===== src/rtl/scs_pkg.sv =====
package scs_pkg;

  // Field widths
  localparam int unsigned ANGLE_W   = 9;
  localparam int unsigned PHASE_W   = 3;
  localparam int unsigned CYCLE_W   = 8;
  localparam int unsigned REQ_W     = 2;
  localparam int unsigned DIST_W    = 14;
  localparam int unsigned MS_W      = 14;
  localparam int unsigned STRENGTH_W = 7;
  localparam int unsigned NEAR_W    = 13;
  localparam int unsigned DEPTH_W   = 8;
  localparam int unsigned PADDR_W   = 5;
  localparam int unsigned PDATA_W   = 32;

  // Default phase lengths in ms
  localparam int unsigned PREP_MS_DEF    = 300;
  localparam int unsigned RELEASE_MS_DEF = 500;
  localparam int unsigned FINISH_MS_DEF  = 1000;

  localparam logic [ANGLE_W-1:0] ANGLE_OPEN = 9'd270;

  // Register reset values
  localparam logic [STRENGTH_W-1:0] STRENGTH_RST = 7'd90;
  localparam logic [CYCLE_W-1:0]    CYCLES_RST   = 8'd3;
  localparam logic [MS_W-1:0]       REACH_RST    = 14'd500;
  localparam logic [MS_W-1:0]       HOLD_RST     = 14'd500;
  localparam logic [NEAR_W-1:0]     NEAR_RST     = 13'd100;

  typedef enum logic [REQ_W-1:0] {
    REQ_TICK   = 2'd0,
    REQ_START  = 2'd1,
    REQ_STOP   = 2'd2,
    REQ_SAMPLE = 2'd3
  } req_e;

  typedef enum logic [PHASE_W-1:0] {
    PH_IDLE    = 3'd0,
    PH_PREPARE = 3'd1,
    PH_SQUEEZE = 3'd2,
    PH_HOLD    = 3'd3,
    PH_RELEASE = 3'd4,
    PH_WAIT    = 3'd5,
    PH_FINISH  = 3'd6
  } phase_e;

  // Configuration register index (byte address / 4)
  typedef enum logic [2:0] {
    REG_STRENGTH = 3'd0,
    REG_CYCLES   = 3'd1,
    REG_REACH    = 3'd2,
    REG_HOLD     = 3'd3,
    REG_SENSOR   = 3'd4,
    REG_NEAR     = 3'd5
  } reg_e;

  typedef enum logic [0:0] {
    SEQ_READY = 1'b0,
    SEQ_RAMP  = 1'b1
  } seq_e;

  typedef enum logic [1:0] {
    RAMP_IDLE = 2'd0,
    RAMP_MUL  = 2'd1,
    RAMP_NORM = 2'd2,
    RAMP_DIV  = 2'd3
  } ramp_e;

  // Ramp unit request and response
  typedef struct packed {
    logic               start;
    logic [DEPTH_W-1:0] depth;
    logic [MS_W-1:0]    elapsed;
    logic [MS_W-1:0]    reach;
  } ramp_req_t;

  typedef struct packed {
    logic               done;
    logic [DEPTH_W-1:0] quot;
  } ramp_rsp_t;

  // floor(min(s,100)*180/100) = floor(s*1845/1024) for s <= 100
  function automatic logic [DEPTH_W-1:0] depth_f(logic [STRENGTH_W-1:0] s);
    logic [STRENGTH_W-1:0] sc;
    logic [17:0]           prod;
    sc   = (s > 7'd100) ? 7'd100 : s;
    prod = 18'(sc) * 18'd1845;
    return prod[17:10];
  endfunction

endpackage


===== src/rtl/scs_req_if.sv =====
interface scs_req_if;
  logic                         valid;
  logic                         ready;
  logic [scs_pkg::REQ_W-1:0]    req_type;
  logic [scs_pkg::DIST_W-1:0]   distance_mm;

  modport source (output valid, input ready, output req_type, output distance_mm);
  modport sink   (input valid, output ready, input req_type, input distance_mm);
endinterface


===== src/rtl/scs_res_if.sv =====
interface scs_res_if;
  logic                          valid;
  logic                          ready;
  logic [scs_pkg::ANGLE_W-1:0]   servo_angle;
  logic [scs_pkg::PHASE_W-1:0]   phase_code;
  logic [scs_pkg::CYCLE_W-1:0]   cycles_done;
  logic                          run_done;

  modport source (output valid, input ready, output servo_angle, output phase_code,
                  output cycles_done, output run_done);
  modport sink   (input valid, output ready, input servo_angle, input phase_code,
                  input cycles_done, input run_done);
endinterface


===== src/rtl/scs_ramp.sv =====
// Bit-serial ramp step: quot = ceil(depth * elapsed / reach).
// Eight multiply steps (one multiplier bit each), one rounding step,
// eight restoring divide steps (one quotient bit each).
module scs_ramp (
  input  logic                clk_i,
  input  logic                rst_ni,
  input  scs_pkg::ramp_req_t  req_i,
  output scs_pkg::ramp_rsp_t  rsp_o
);
  import scs_pkg::*;

  localparam int unsigned ACC_W = DEPTH_W + MS_W;

  ramp_e               state_q, state_d;
  logic [2:0]          cnt_q, cnt_d;
  logic                done_q, done_d;
  logic [DEPTH_W-1:0]  mult_q, mult_d;
  logic [MS_W-1:0]     mcand_q, mcand_d;
  logic [MS_W-1:0]     reach_q, reach_d;
  logic [ACC_W-1:0]    acc_q, acc_d;
  logic [MS_W-1:0]     rem_q, rem_d;
  logic [DEPTH_W-1:0]  lo_q, lo_d;
  logic [DEPTH_W-1:0]  quot_q, quot_d;

  logic [ACC_W:0]      num;
  logic [MS_W:0]       trial;
  logic [MS_W:0]       diff;
  logic                ge;

  // Control state
  always_ff @(posedge clk_i or negedge rst_ni) begin
    if (!rst_ni) begin
      state_q <= RAMP_IDLE;
      cnt_q   <= '0;
      done_q  <= 1'b0;
    end else begin
      state_q <= state_d;
      cnt_q   <= cnt_d;
      done_q  <= done_d;
    end
  end

  // Datapath registers
  always_ff @(posedge clk_i) begin
    mult_q  <= mult_d;
    mcand_q <= mcand_d;
    reach_q <= reach_d;
    acc_q   <= acc_d;
    rem_q   <= rem_d;
    lo_q    <= lo_d;
    quot_q  <= quot_d;
  end

  always_comb begin
    state_d = state_q;
    cnt_d   = cnt_q;
    done_d  = 1'b0;
    mult_d  = mult_q;
    mcand_d = mcand_q;
    reach_d = reach_q;
    acc_d   = acc_q;
    rem_d   = rem_q;
    lo_d    = lo_q;
    quot_d  = quot_q;

    // numerator for the ceiling: product + reach - 1
    num   = {1'b0, acc_q} + (ACC_W+1)'(reach_q) - (ACC_W+1)'(1);
    trial = {rem_q, lo_q[DEPTH_W-1]};
    diff  = trial - {1'b0, reach_q};
    ge    = (trial >= {1'b0, reach_q});

    case (state_q)
      RAMP_IDLE: begin
        if (req_i.start) begin
          mult_d  = req_i.depth;
          mcand_d = req_i.elapsed;
          reach_d = req_i.reach;
          acc_d   = '0;
          cnt_d   = '0;
          state_d = RAMP_MUL;
        end
      end
      RAMP_MUL: begin
        // MSB-first shift-add
        acc_d  = {acc_q[ACC_W-2:0], 1'b0}
               + (mult_q[DEPTH_W-1] ? ACC_W'(mcand_q) : '0);
        mult_d = {mult_q[DEPTH_W-2:0], 1'b0};
        cnt_d  = cnt_q + 3'd1;
        if (cnt_q == 3'd7) begin
          state_d = RAMP_NORM;
        end
      end
      RAMP_NORM: begin
        // quotient fits 8 bits, so the upper numerator bits are below reach
        rem_d   = num[ACC_W-1:DEPTH_W];
        lo_d    = num[DEPTH_W-1:0];
        quot_d  = '0;
        cnt_d   = '0;
        state_d = RAMP_DIV;
      end
      RAMP_DIV: begin
        rem_d  = ge ? diff[MS_W-1:0] : trial[MS_W-1:0];
        lo_d   = {lo_q[DEPTH_W-2:0], 1'b0};
        quot_d = {quot_q[DEPTH_W-2:0], ge};
        cnt_d  = cnt_q + 3'd1;
        if (cnt_q == 3'd7) begin
          done_d  = 1'b1;
          state_d = RAMP_IDLE;
        end
      end
      default: state_d = RAMP_IDLE;
    endcase
  end

  assign rsp_o.done = done_q;
  assign rsp_o.quot = quot_q;

  // Partial remainder stays below the divisor
  assert property (@(posedge clk_i) disable iff (!rst_ni)
    (state_q == RAMP_DIV) |-> (rem_q < reach_q))
    else $error("ramp remainder not below divisor");

  // A new request only arrives while the unit is free
  assert property (@(posedge clk_i) disable iff (!rst_ni)
    req_i.start |-> (state_q == RAMP_IDLE))
    else $error("ramp started while busy");

  // Quotient never exceeds the larger of the multiplier operand and 180
  assert property (@(posedge clk_i) disable iff (!rst_ni)
    $rose(done_q) |-> (quot_q <= $past(mult_q, 17) || quot_q <= 8'd180))
    else $error("ramp quotient out of range");

endmodule


===== src/rtl/squeeze_cycle_sequencer.sv =====
// Channel   Dir  Fields                                           Handshake
// req_if    in   req_type, distance_mm                            valid/ready
// res_if    out  servo_angle, phase_code, cycles_done, run_done   valid/ready
// apb       in   psel/penable/pwrite/paddr/pwdata -> prdata       pready tied high
//
// Most requests update the state at the accepting edge; the result then
// enters the output register once it is free, and the next request is
// taken only after that.
// A squeeze tick that is not the last of the ramp runs the bit-serial ramp
// unit: 8 multiply + 1 round + 8 divide steps before the next request is taken.
// Reset (rst_ni low, asynchronous) gives idle, angle 270, default registers.
// The output register holds a result while res_if.ready is low; one more
// finished result may wait behind it, after which req_if.ready drops.
module squeeze_cycle_sequencer #(
  parameter int unsigned PREP_MS    = scs_pkg::PREP_MS_DEF,
  parameter int unsigned RELEASE_MS = scs_pkg::RELEASE_MS_DEF,
  parameter int unsigned FINISH_MS  = scs_pkg::FINISH_MS_DEF
) (
  input  logic                          clk_i,
  input  logic                          rst_ni,
  scs_req_if.sink                       req_if,
  scs_res_if.source                     res_if,
  input  logic                          psel,
  input  logic                          penable,
  input  logic                          pwrite,
  input  logic [scs_pkg::PADDR_W-1:0]   paddr,
  input  logic [scs_pkg::PDATA_W-1:0]   pwdata,
  output logic [scs_pkg::PDATA_W-1:0]   prdata,
  output logic                          pready
);
  import scs_pkg::*;

  // Configuration registers
  logic [STRENGTH_W-1:0] strength_q;
  logic [CYCLE_W-1:0]    target_q;
  logic [MS_W-1:0]       reach_q;
  logic [MS_W-1:0]       hold_q;
  logic                  sensor_q;
  logic [NEAR_W-1:0]     near_q;

  // Sequencer state
  seq_e                  seq_q, seq_d;
  phase_e                phase_q, phase_d;
  logic [MS_W-1:0]       elapsed_q, elapsed_d;
  logic [CYCLE_W-1:0]    cyc_q, cyc_d;
  logic [1:0]            hits_q, hits_d;
  logic [ANGLE_W-1:0]    angle_q, angle_d;
  logic                  pend_q, pend_d;
  logic                  done_q, done_d;

  // Output register
  logic                  res_valid_q;
  logic [ANGLE_W-1:0]    res_angle_q;
  logic [PHASE_W-1:0]    res_phase_q;
  logic [CYCLE_W-1:0]    res_cyc_q;
  logic                  res_done_q;

  logic                  accept;
  logic                  res_load;
  logic                  cfg_wr;
  reg_e                  cfg_sel;
  logic [MS_W-1:0]       el_inc;
  logic [DEPTH_W-1:0]    depth;
  logic [1:0]            hits_inc;
  ramp_req_t             ramp_req;
  ramp_rsp_t             ramp_rsp;

  // APB register file
  assign pready  = 1'b1;
  assign cfg_wr  = psel && penable && pwrite && pready;
  assign cfg_sel = reg_e'(paddr[4:2]);

  always_ff @(posedge clk_i or negedge rst_ni) begin
    if (!rst_ni) begin
      strength_q <= STRENGTH_RST;
      target_q   <= CYCLES_RST;
      reach_q    <= REACH_RST;
      hold_q     <= HOLD_RST;
      sensor_q   <= 1'b0;
      near_q     <= NEAR_RST;
    end else if (cfg_wr) begin
      case (cfg_sel)
        REG_STRENGTH: strength_q <= pwdata[STRENGTH_W-1:0];
        REG_CYCLES:   target_q   <= pwdata[CYCLE_W-1:0];
        REG_REACH:    reach_q    <= pwdata[MS_W-1:0];
        REG_HOLD:     hold_q     <= pwdata[MS_W-1:0];
        REG_SENSOR:   sensor_q   <= pwdata[0];
        REG_NEAR:     near_q     <= pwdata[NEAR_W-1:0];
        default: ;
      endcase
    end
  end

  always_comb begin
    case (cfg_sel)
      REG_STRENGTH: prdata = PDATA_W'(strength_q);
      REG_CYCLES:   prdata = PDATA_W'(target_q);
      REG_REACH:    prdata = PDATA_W'(reach_q);
      REG_HOLD:     prdata = PDATA_W'(hold_q);
      REG_SENSOR:   prdata = PDATA_W'(sensor_q);
      REG_NEAR:     prdata = PDATA_W'(near_q);
      default:      prdata = '0;
    endcase
  end

  // Ramp unit
  scs_ramp u_ramp (
    .clk_i  (clk_i),
    .rst_ni (rst_ni),
    .req_i  (ramp_req),
    .rsp_o  (ramp_rsp)
  );

  assign depth    = depth_f(strength_q);
  assign el_inc   = (elapsed_q == '1) ? elapsed_q : elapsed_q + MS_W'(1);
  assign hits_inc = hits_q + 2'd1;

  assign req_if.ready = (seq_q == SEQ_READY) && !pend_q;
  assign accept       = req_if.valid && req_if.ready;
  assign res_load     = pend_q && (!res_valid_q || res_if.ready);

  // State registers
  always_ff @(posedge clk_i or negedge rst_ni) begin
    if (!rst_ni) begin
      seq_q     <= SEQ_READY;
      phase_q   <= PH_IDLE;
      elapsed_q <= '0;
      cyc_q     <= '0;
      hits_q    <= '0;
      angle_q   <= ANGLE_OPEN;
      pend_q    <= 1'b0;
      done_q    <= 1'b0;
    end else begin
      seq_q     <= seq_d;
      phase_q   <= phase_d;
      elapsed_q <= elapsed_d;
      cyc_q     <= cyc_d;
      hits_q    <= hits_d;
      angle_q   <= angle_d;
      pend_q    <= pend_d;
      done_q    <= done_d;
    end
  end

  // Request handling and phase sequencing
  always_comb begin
    seq_d     = seq_q;
    phase_d   = phase_q;
    elapsed_d = elapsed_q;
    cyc_d     = cyc_q;
    hits_d    = hits_q;
    angle_d   = angle_q;
    pend_d    = pend_q;
    done_d    = done_q;

    ramp_req.start   = 1'b0;
    ramp_req.depth   = depth;
    ramp_req.elapsed = el_inc;
    ramp_req.reach   = reach_q;

    if (res_load) begin
      pend_d = 1'b0;
    end

    // Ramp finished: angle = 270 - ceil(d*elapsed/reach)
    if (seq_q == SEQ_RAMP && ramp_rsp.done) begin
      angle_d = ANGLE_OPEN - ANGLE_W'(ramp_rsp.quot);
      pend_d  = 1'b1;
      seq_d   = SEQ_READY;
    end

    if (accept) begin
      pend_d = 1'b1;
      done_d = 1'b0;
      case (req_e'(req_if.req_type))
        REQ_TICK: begin
          if (phase_q != PH_IDLE) begin
            elapsed_d = el_inc;
            case (phase_q)
              PH_PREPARE: begin
                angle_d = ANGLE_OPEN;
                if (el_inc > MS_W'(PREP_MS)) begin
                  phase_d   = PH_SQUEEZE;
                  elapsed_d = '0;
                end
              end
              PH_SQUEEZE: begin
                if (el_inc >= reach_q) begin
                  angle_d   = ANGLE_OPEN - ANGLE_W'(depth);
                  phase_d   = PH_HOLD;
                  elapsed_d = '0;
                end else begin
                  ramp_req.start = 1'b1;
                  seq_d          = SEQ_RAMP;
                  pend_d         = 1'b0;
                end
              end
              PH_HOLD: begin
                if (el_inc >= hold_q) begin
                  if (cyc_q != '1) begin
                    cyc_d = cyc_q + CYCLE_W'(1);
                  end
                  phase_d   = PH_RELEASE;
                  elapsed_d = '0;
                end
              end
              PH_RELEASE: begin
                angle_d = ANGLE_OPEN;
                if (el_inc >= MS_W'(RELEASE_MS)) begin
                  elapsed_d = '0;
                  if (cyc_q >= target_q) begin
                    phase_d = PH_FINISH;
                    done_d  = 1'b1;
                  end else begin
                    phase_d = PH_WAIT;
                  end
                end
              end
              PH_WAIT: begin
                phase_d   = PH_SQUEEZE;
                elapsed_d = '0;
              end
              PH_FINISH: begin
                if (el_inc >= MS_W'(FINISH_MS)) begin
                  angle_d   = ANGLE_OPEN;
                  phase_d   = PH_IDLE;
                  elapsed_d = '0;
                end
              end
              default: begin
                phase_d   = PH_IDLE;
                elapsed_d = '0;
              end
            endcase
          end
        end
        REQ_START: begin
          cyc_d     = '0;
          angle_d   = ANGLE_OPEN;
          phase_d   = PH_PREPARE;
          elapsed_d = '0;
        end
        REQ_STOP: begin
          angle_d   = ANGLE_OPEN;
          phase_d   = PH_IDLE;
          elapsed_d = '0;
        end
        REQ_SAMPLE: begin
          if (phase_q == PH_IDLE) begin
            if (sensor_q && (req_if.distance_mm < DIST_W'(near_q))
                && (req_if.distance_mm > DIST_W'(1))) begin
              if (hits_inc >= 2'd2) begin
                hits_d    = '0;
                cyc_d     = '0;
                angle_d   = ANGLE_OPEN;
                phase_d   = PH_PREPARE;
                elapsed_d = '0;
              end else begin
                hits_d = hits_inc;
              end
            end else begin
              hits_d = '0;
            end
          end
        end
        default: ;
      endcase
    end
  end

  // Output register
  always_ff @(posedge clk_i or negedge rst_ni) begin
    if (!rst_ni) begin
      res_valid_q <= 1'b0;
    end else if (res_load) begin
      res_valid_q <= 1'b1;
    end else if (res_if.ready) begin
      res_valid_q <= 1'b0;
    end
  end

  always_ff @(posedge clk_i) begin
    if (res_load) begin
      res_angle_q <= angle_q;
      res_phase_q <= phase_q;
      res_cyc_q   <= cyc_q;
      res_done_q  <= done_q;
    end
  end

  assign res_if.valid       = res_valid_q;
  assign res_if.servo_angle = res_angle_q;
  assign res_if.phase_code  = res_phase_q;
  assign res_if.cycles_done = res_cyc_q;
  assign res_if.run_done    = res_done_q;

  // Ramp only runs on a squeeze tick
  assert property (@(posedge clk_i) disable iff (!rst_ni)
    (seq_q == SEQ_RAMP) |-> (phase_q == PH_SQUEEZE))
    else $error("ramp busy outside squeeze");

  // Ramp results arrive only when waited for
  assert property (@(posedge clk_i) disable iff (!rst_ni)
    ramp_rsp.done |-> (seq_q == SEQ_RAMP))
    else $error("unexpected ramp result");

  // Commanded angle never passes the open position
  assert property (@(posedge clk_i) disable iff (!rst_ni)
    angle_q <= ANGLE_OPEN)
    else $error("angle out of range");

  // Run completion is flagged only on entering finish
  assert property (@(posedge clk_i) disable iff (!rst_ni)
    (accept && done_d) |=> (phase_q == PH_FINISH))
    else $error("run_done without finish");

endmodule

===== src/flat_wrapper.sv =====
// flat-port wrapper written by rule: the top's interface ports become plain ports
module squeeze_cycle_sequencer_flat import scs_pkg::*;
#(
  parameter int unsigned PREP_MS    = scs_pkg::PREP_MS_DEF,
  parameter int unsigned RELEASE_MS = scs_pkg::RELEASE_MS_DEF,
  parameter int unsigned FINISH_MS  = scs_pkg::FINISH_MS_DEF
)
  (clk_i, rst_ni, psel, penable, pwrite, paddr, pwdata, prdata, pready, req_if_valid, req_if_ready, req_if_req_type, req_if_distance_mm, res_if_valid, res_if_ready, res_if_servo_angle, res_if_phase_code, res_if_cycles_done, res_if_run_done);
  scs_req_if req_if_i ();
  scs_res_if res_if_i ();
  input  logic clk_i;
  input  logic rst_ni;
  input  logic psel;
  input  logic penable;
  input  logic pwrite;
  input  logic [scs_pkg::PADDR_W-1:0] paddr;
  input  logic [scs_pkg::PDATA_W-1:0] pwdata;
  output logic [scs_pkg::PDATA_W-1:0] prdata;
  output logic pready;
  input wire logic [$bits(req_if_i.valid)-1:0] req_if_valid;
  output wire logic [$bits(req_if_i.ready)-1:0] req_if_ready;
  input wire logic [$bits(req_if_i.req_type)-1:0] req_if_req_type;
  input wire logic [$bits(req_if_i.distance_mm)-1:0] req_if_distance_mm;
  output wire logic [$bits(res_if_i.valid)-1:0] res_if_valid;
  input wire logic [$bits(res_if_i.ready)-1:0] res_if_ready;
  output wire logic [$bits(res_if_i.servo_angle)-1:0] res_if_servo_angle;
  output wire logic [$bits(res_if_i.phase_code)-1:0] res_if_phase_code;
  output wire logic [$bits(res_if_i.cycles_done)-1:0] res_if_cycles_done;
  output wire logic [$bits(res_if_i.run_done)-1:0] res_if_run_done;
  assign req_if_i.valid = req_if_valid;
  assign req_if_ready = req_if_i.ready;
  assign req_if_i.req_type = req_if_req_type;
  assign req_if_i.distance_mm = req_if_distance_mm;
  assign res_if_valid = res_if_i.valid;
  assign res_if_i.ready = res_if_ready;
  assign res_if_servo_angle = res_if_i.servo_angle;
  assign res_if_phase_code = res_if_i.phase_code;
  assign res_if_cycles_done = res_if_i.cycles_done;
  assign res_if_run_done = res_if_i.run_done;
  squeeze_cycle_sequencer #(.PREP_MS(PREP_MS), .RELEASE_MS(RELEASE_MS), .FINISH_MS(FINISH_MS)) u_core (.clk_i(clk_i), .rst_ni(rst_ni), .req_if(req_if_i), .res_if(res_if_i), .psel(psel), .penable(penable), .pwrite(pwrite), .paddr(paddr), .pwdata(pwdata), .prdata(prdata), .pready(pready));
endmodule

===== config.mk =====
export PLATFORM = sky130hd
export DESIGN_NAME = squeeze_cycle_sequencer_flat
export DESIGN_NICKNAME = d
export VERILOG_FILES = /design/src/rtl/scs_pkg.sv /design/src/rtl/scs_req_if.sv /design/src/rtl/scs_res_if.sv /design/src/rtl/scs_ramp.sv /design/src/rtl/squeeze_cycle_sequencer.sv /design/src/flat_wrapper.sv
export SDC_FILE = /design/constraint.sdc
export NUM_CORES = 1
export LEC_CHECK = 0
export ABC_CLOCK_PERIOD_IN_PS = 8900
export BUFFER_PORTS_ARGS = -buffer_cell sky130_fd_sc_hd__buf_2
export CAP_MARGIN = 10
export CORE_MARGIN = 8
export CORE_UTILIZATION = 58
export DETAILED_ROUTE_END_ITERATION = 8
export PLACE_DENSITY = 0.79
export SLEW_MARGIN = 5
export SYNTH_ARGS = -nofsm -noshare
export SYNTH_HDL_FRONTEND = slang
export SYNTH_HIERARCHICAL = 1
export SYNTH_SLANG_ARGS = --single-unit
export TNS_END_PERCENT = 100

===== constraint.sdc =====
create_clock -name clk_i -period 8.9 [get_ports clk_i]
set_input_delay 1.78 -clock clk_i [delete_from_list [all_inputs] [get_ports clk_i]]
set_output_delay 1.78 -clock clk_i [all_outputs]
set_load 0.01 [all_outputs]

=== After elaboration in Yosys (flattened, before gate mapping) ===
Cells that the tools add are included.

* Logic and storage cells: 212
* Output and inout bits: 56
* Flip-flop bits (word level): 212
* Input bits: 60

* Order comparisons: 11
* Equal/unequal tests: 35
* Multipliers: 1
* Reduce and logical (&&, ||, !) cells: 37
* Bitwise logic cells: 1
* Add/subtract/negate cells: 10
* Multiplexer cells: 88

{| class="wikitable"
|+ Operators with widths
! kind !! number
|-
| two-way mux 14 bit || 12
|-
| case mux 14 bit (6 select lines) || 1
|-
| two-way mux 9 bit || 8
|-
| case mux 14 bit (5 select lines) || 1
|-
| two-way mux 8 bit || 8
|-
| case mux 9 bit (3 select lines) || 2
|-
| case mux 8 bit (2 select lines) || 3
|-
| adder 22 x 14 -> 22 bit || 2
|-
| case mux 22 bit (2 select lines) || 1
|-
| case mux 14 bit (3 select lines) || 1
|-
| two-way mux 3 bit || 10
|-
| >= comparator 14 bit || 2
|-
| case mux 14 bit (2 select lines) || 1
|-
| two-way mux 1 bit || 27
|-
| case mux 8 bit (3 select lines) || 1
|-
| two-way mux 22 bit || 1
|-
| subtractor 22 x 1 -> 22 bit (second input constant) || 1
|-
| == test 3 bit (second input constant) || 6
|-
| multiplier 7 x 11 -> 18 bit (second input constant) || 1
|-
| case mux 3 bit (6 select lines) || 1
|-
| subtractor 9 x 8 -> 9 bit (first input constant) || 2
|-
| AND reduction 2 bit || 8
|-
| >= comparator 15 x 14 -> 1 bit || 1
|-
| != test 3 x 2 -> 1 bit (second input constant) || 5
|-
| other kinds (39) || 77
|}

=== Logic depth before layout (Yosys ltp) ===
* Depth in word-level cells: 10
* Gate-level depth with buffers: 21
* Mapped depth without buffers: 20

=== By module ===
Netlist, hierarchy kept.

{| class="wikitable"
|+ Modules (own cells, without submodules)
! module !! area each (sq um) !! cells an instance !! times used !! sequential area each (sq um)
|-
| squeeze_cycle_sequencer || 9075.0 || 959 || 1 || 3089.2
|-
| scs_ramp || 6520.0 || 639 || 1 || 2792.7
|}

=== Worst setup path before layout ===
No wires, ideal clock.

* Path type: register to register
* Start point: reg u_core.strength_q[5]
* End point: reg u_core.angle_q[8]
* Period minus slack after synthesis: 4.946 ns
* Stages on the path, launching flop included: 18
* Library setup time: 0.105 ns
* Data required time: 8.795 ns
* Arrival time: 4.841 ns
* Path buffers: 1
* Path slack: 3.954 ns
* Cell sequence: dfrtp_1 clkbuf_1 nand2_1 o21bai_1 ha_1 ha_1 a21o_1 fa_1 fa_1 ha_1 a2111o_1 a31o_2 a311oi_1 o21ai_1 or3_1 a211oi_1 nand2b_1 o41ai_1

* Cells in the longest elaborated chain, start to end: 9

{| class="wikitable"
|+ Ends and longest elaborated chain
! item !! RTL line !! RTL
|-
| from (decl) || squeeze_cycle_sequencer.sv:34 || <nowiki>logic [STRENGTH_W-1:0] strength_q;</nowiki>
|-
| from (signal assigned) || squeeze_cycle_sequencer.sv:83 || <nowiki>REG_STRENGTH: strength_q <= pwdata[STRENGTH_W-1:0];</nowiki>
|-
| > comparator 7 bit || scs_pkg.sv:86 || <nowiki>sc = (s > 7'd100) ? 7'd100 : s;</nowiki>
|-
| two-way mux 7 bit (*) || scs_pkg.sv:86 ||
|-
| multiplier 7 x 11 -> 18 bit (*) || scs_pkg.sv:87 || <nowiki>prod = 18'(sc) * 18'd1845;</nowiki>
|-
| subtractor 9 x 8 -> 9 bit (*) || squeeze_cycle_sequencer.sv:189 || <nowiki>angle_d = ANGLE_OPEN - ANGLE_W'(depth);</nowiki>
|-
| two-way mux 9 bit (*) || squeeze_cycle_sequencer.sv:188 || <nowiki>if (el_inc >= reach_q) begin</nowiki>
|-
| case mux 9 bit (3 select lines) (*) || squeeze_cycle_sequencer.sv:179 || <nowiki>case (phase_q)</nowiki>
|-
| two-way mux 9 bit (*) || squeeze_cycle_sequencer.sv:177 || <nowiki>if (phase_q != PH_IDLE) begin</nowiki>
|-
| case mux 9 bit (3 select lines) (*) || squeeze_cycle_sequencer.sv:175 || <nowiki>case (req_e'(req_if.req_type))</nowiki>
|-
| two-way mux 9 bit (*) || squeeze_cycle_sequencer.sv:172 || <nowiki>if (accept) begin</nowiki>
|-
| named net u_core.angle_d[8] || squeeze_cycle_sequencer.sv:47 || <nowiki>logic [ANGLE_W-1:0] angle_q, angle_d;</nowiki>
|-
| to (signal assigned) || squeeze_cycle_sequencer.sv:139 || <nowiki>angle_q <= angle_d;</nowiki>
|-
| to (decl) || squeeze_cycle_sequencer.sv:47 ||
|}

The timed path passes the listed nets; every way through them passes the cells marked *.
A chain may end at the register's enable or synchronous reset.

=== Worst setup path in the final report ===
* Start point: reg u_core.strength_q[5]
* End point: reg u_core.angle_q[8]

* Cells in the longest elaborated chain, start to end: 9

{| class="wikitable"
|+ Ends and longest elaborated chain
! item !! RTL line !! RTL
|-
| > comparator 7 bit || scs_pkg.sv:86 ||
|-
| two-way mux 7 bit (*) || scs_pkg.sv:86 ||
|-
| multiplier 7 x 11 -> 18 bit (*) || scs_pkg.sv:87 ||
|-
| named net u_core.depth[0] || squeeze_cycle_sequencer.sv:63 || <nowiki>logic [DEPTH_W-1:0] depth;</nowiki>
|-
| subtractor 9 x 8 -> 9 bit (*) || squeeze_cycle_sequencer.sv:189 ||
|-
| two-way mux 9 bit (*) || squeeze_cycle_sequencer.sv:188 ||
|-
| case mux 9 bit (3 select lines) (*) || squeeze_cycle_sequencer.sv:179 ||
|-
| two-way mux 9 bit (*) || squeeze_cycle_sequencer.sv:177 ||
|-
| case mux 9 bit (3 select lines) (*) || squeeze_cycle_sequencer.sv:175 ||
|-
| two-way mux 9 bit (*) || squeeze_cycle_sequencer.sv:172 ||
|-
| named net u_core.angle_d[8] || squeeze_cycle_sequencer.sv:47 ||
|}

Marked as above.

==> reports/metrics.csv <==
metric,value,unit
CP peak stage delay,0.64,ns
Synth Instances,1598,
Die X,180,µm
vias in the first global route,12100,
root buffer cell,clkbuf_16,
Hold Startpoint,u_core/angle_q[6]$_DFF_PN0_,
CTS Sinks,212,
# hold bufs at CTS,0,
core footprint,26700,µm²
CP most frequent cell,ha_1,
Post-Synth Simple-Gate Area,0.134,
Remaining DRCs,1,
register area share after synthesis,0.377,
Post-Synth Adder-Cell Area,0.163,
global-route wire length before repair,61000,µm
largest family of logic cells by synthesized area,compound AO/OA/AOI/OAI gates,
RD Place Congestion,0.990,
leak pwr,7.78,nW
fin crit period,5.65,ns
status,finished with violations,
VDD IR-drop max,0.273,mV
Area Overhead vs Synth,8.99,%
most frequent cells in the layout,"inv_1 (176), ha_1 (176), o21ai_0 (122)",
crit-path max FO,12,
Multi-input gate area,8760,µm²
post-synthesis cell area,15600,µm²
Final nets,1916,
final period utilization,0.635,
Worst Path Arrival,6.05,ns
"Remaining Overflow, GRT",0,
ratio of cells with drive above 1 in the final layout,0.139,
Tightest Pin Transition,1.31,ns
FMAX,0.177,GHz
Synth Area in XOR/XNOR,0.0376,
Starting Density,0.585,
clock buffer depth,3,
Final ANT Viol Nets,0,
Setup Total Neg Slack,0,ns
post-route cell area,17000,µm²
Total Wirelength,37100,µm
Die Area,32400,µm²
vias per inst,5.97,
RSZ-0062 raised after global routing,false,
final hold violation count,0,
"Clk Latency, worst-skew pair",0.52,ns
async set-reset flop share out of synthesis,0.486,
mean post-synth cell area,9.76,µm²
Sequential cell area,5880,µm²
slowest cell on the critical path,dfrtp_1,
Critical Path RT,9.30,ns
post-CTS sizing,0,
CP Cell Sequence,nand2_1 > o21bai_1 > ha_1 > ha_1 > a21o_1 > fa_1 > fa_1 > ha_1 > a2111o_1 > a31o_2 > a31oi_1 > xnor2_1 > ha_1 > and3_1 > a211oi_1 > nand2b_1 > o41ai_1,
Pwr Density,194,nW/µm²
drt first-iter violations,934,
wire length per cell,18.3,µm
slew margin rel.,0.122,
DP Wirelength,28300,µm
Buf/Inv on CP,0,
number of placement rows,60,
cell family with most CP delay,compound AO/OA/AOI/OAI gates,
CP startpoint,u_core/strength_q[5]$_DFFE_PN0P_,
CP Capture Type,register,
IO Pins,116,
CTS tree,built,
worst-case clock skew,0.0119,ns
max-cap violation count,0,
fill cell count,2071,
total power,0.00329,W
multiplexer area fraction after synthesis,0.0429,
DRT Pass-1 Iters,7,
GRT Overall Usage,0.225,
CP Launch Type,register,
Worst R2R Start,u_core/strength_q[5]$_DFFE_PN0P_,
Post-synth EDFFs,109,
post-CTS setup buffers,0,
Buffers on Ports,76,
largest net degree at the start of global routing,55,
H-Tree Depth,1,
initial antenna violation count,0,
placed cell area,16200,µm²
Die Span Y,180,µm
setup violators final,0,
Worst-path clk slew,0.06,ns
CTS buffer count,24,
failing checks,DRC,
post-synthesis compound-gate area fraction,0.180,
ys flop type,edfxtp_1,
via count,12100,
synth unique cells,93,
antenna cells,0,
synth warn,6,
fin. max-slew vios,0,
"FF+latch count, synth",212,
Hold WC Path Type,reg2reg,
critical path class,reg2reg,
## metrics by stage
step,instances,utilization,worst slack [ns],hold WS [ns]
after global placement,1978,0.609,3.38,0.445
after floorplan,1615,-,3.95,0.423
after CTS,2022,0.638,3.24,0.461
final,2022,0.638,3.25,0.465
after detailed placement,1978,0.609,3.28,0.452
after global routing,2022,0.638,2.94,0.470
## cell usage after synthesis, types with 22 or more instances
library cell  count  area [µm²]
o21ai_0         122         611
xnor2_1          42         368
ha_1            176        2200
edfxtp_1        109        3270
xor2_1           25         219
and2_1           37         231
buf_4            22         165
mux2_2           38         428
a21oi_1          73         365
nand2_1         119         447
nand3_1          34         170
dfrtp_1          78        1950
inv_1           176         661
a21o_1           28         210
clkbuf_1         31         116
nor2_1           87         327
dfstp_2          25         657
## cells by family (layout without fill, tap and decap cells)
group                    after synthesis  count (layout)
adder cells (fa/ha/maj)              193             193
other                                  2              19
buffers and inverters                244             310
AO/OA/AOI/OAI                        414             414
AND/OR/NAND/NOR                      409             409
XOR/XNOR                              67              67
multiplexers                          57              57
flip-flops                           212             212
## flip-flops by register name, indices dropped and copies added (netlist names), 9 cells and up
signal                     cells
u_core/u_ramp/acc_q           22
u_core/angle_q                 9
u_core/u_ramp/mcand_q         14
u_core/u_ramp/rem_q           14
u_core/hold_q                 14
u_core/reach_q                14
u_core/elapsed_q              14
u_core/u_ramp/reach_q         14
u_core/near_q                 13
u_core/res_if.servo_angle      9
## layout make-up
class,instances,area share
Sequential cell,212,0.346
Timing Repair Buffer,89,0.0283
Clock inverter,5,0.00177
Clock buffer,39,0.0441
Inverter,177,0.0391
Tap cell,341,0.0251
Multi-Input combinational cell,1159,0.516
## worst paths after layout
kind	to	slack [ns]	cells after the start
min reg2reg	u_core/res_if.servo_angle[6]$_DFFE_PP_	0.47	0
max reg2reg	u_core/angle_q[8]$_DFF_PN1_	3.25	17
min in group asynchronous	u_core/elapsed_q[6]$_DFFE_PN0P_	1.30	1
max	u_core/angle_q[8]$_DFF_PN1_	3.25	17
min	u_core/res_if.servo_angle[6]$_DFFE_PP_	0.47	0
max in group asynchronous	u_core/near_q[0]$_DFFE_PN0P_	6.44	2
## power breakdown
part	internal (W)	switching, W	total, W
Combinational	0.000493	0.000650	0.00114
Clock	0.000575	0.000392	0.000967
Sequential	0.00113	0.0000559	0.00118
Total	0.00219	0.00110	0.00329
## per-layer routing
layer / up-vias / global-route usage / share of wire
met1: 5718 / 0.293 / 0.44
met5: - / 0 / 0
met2: 439 / 0.379 / 0.47
met3: 79 / 0.0327 / 0.061
met4: 0 / 0.0750 / 0.032
li1: 5844 / - / -
No activity file was read; power rests on OpenSTA's default activity.
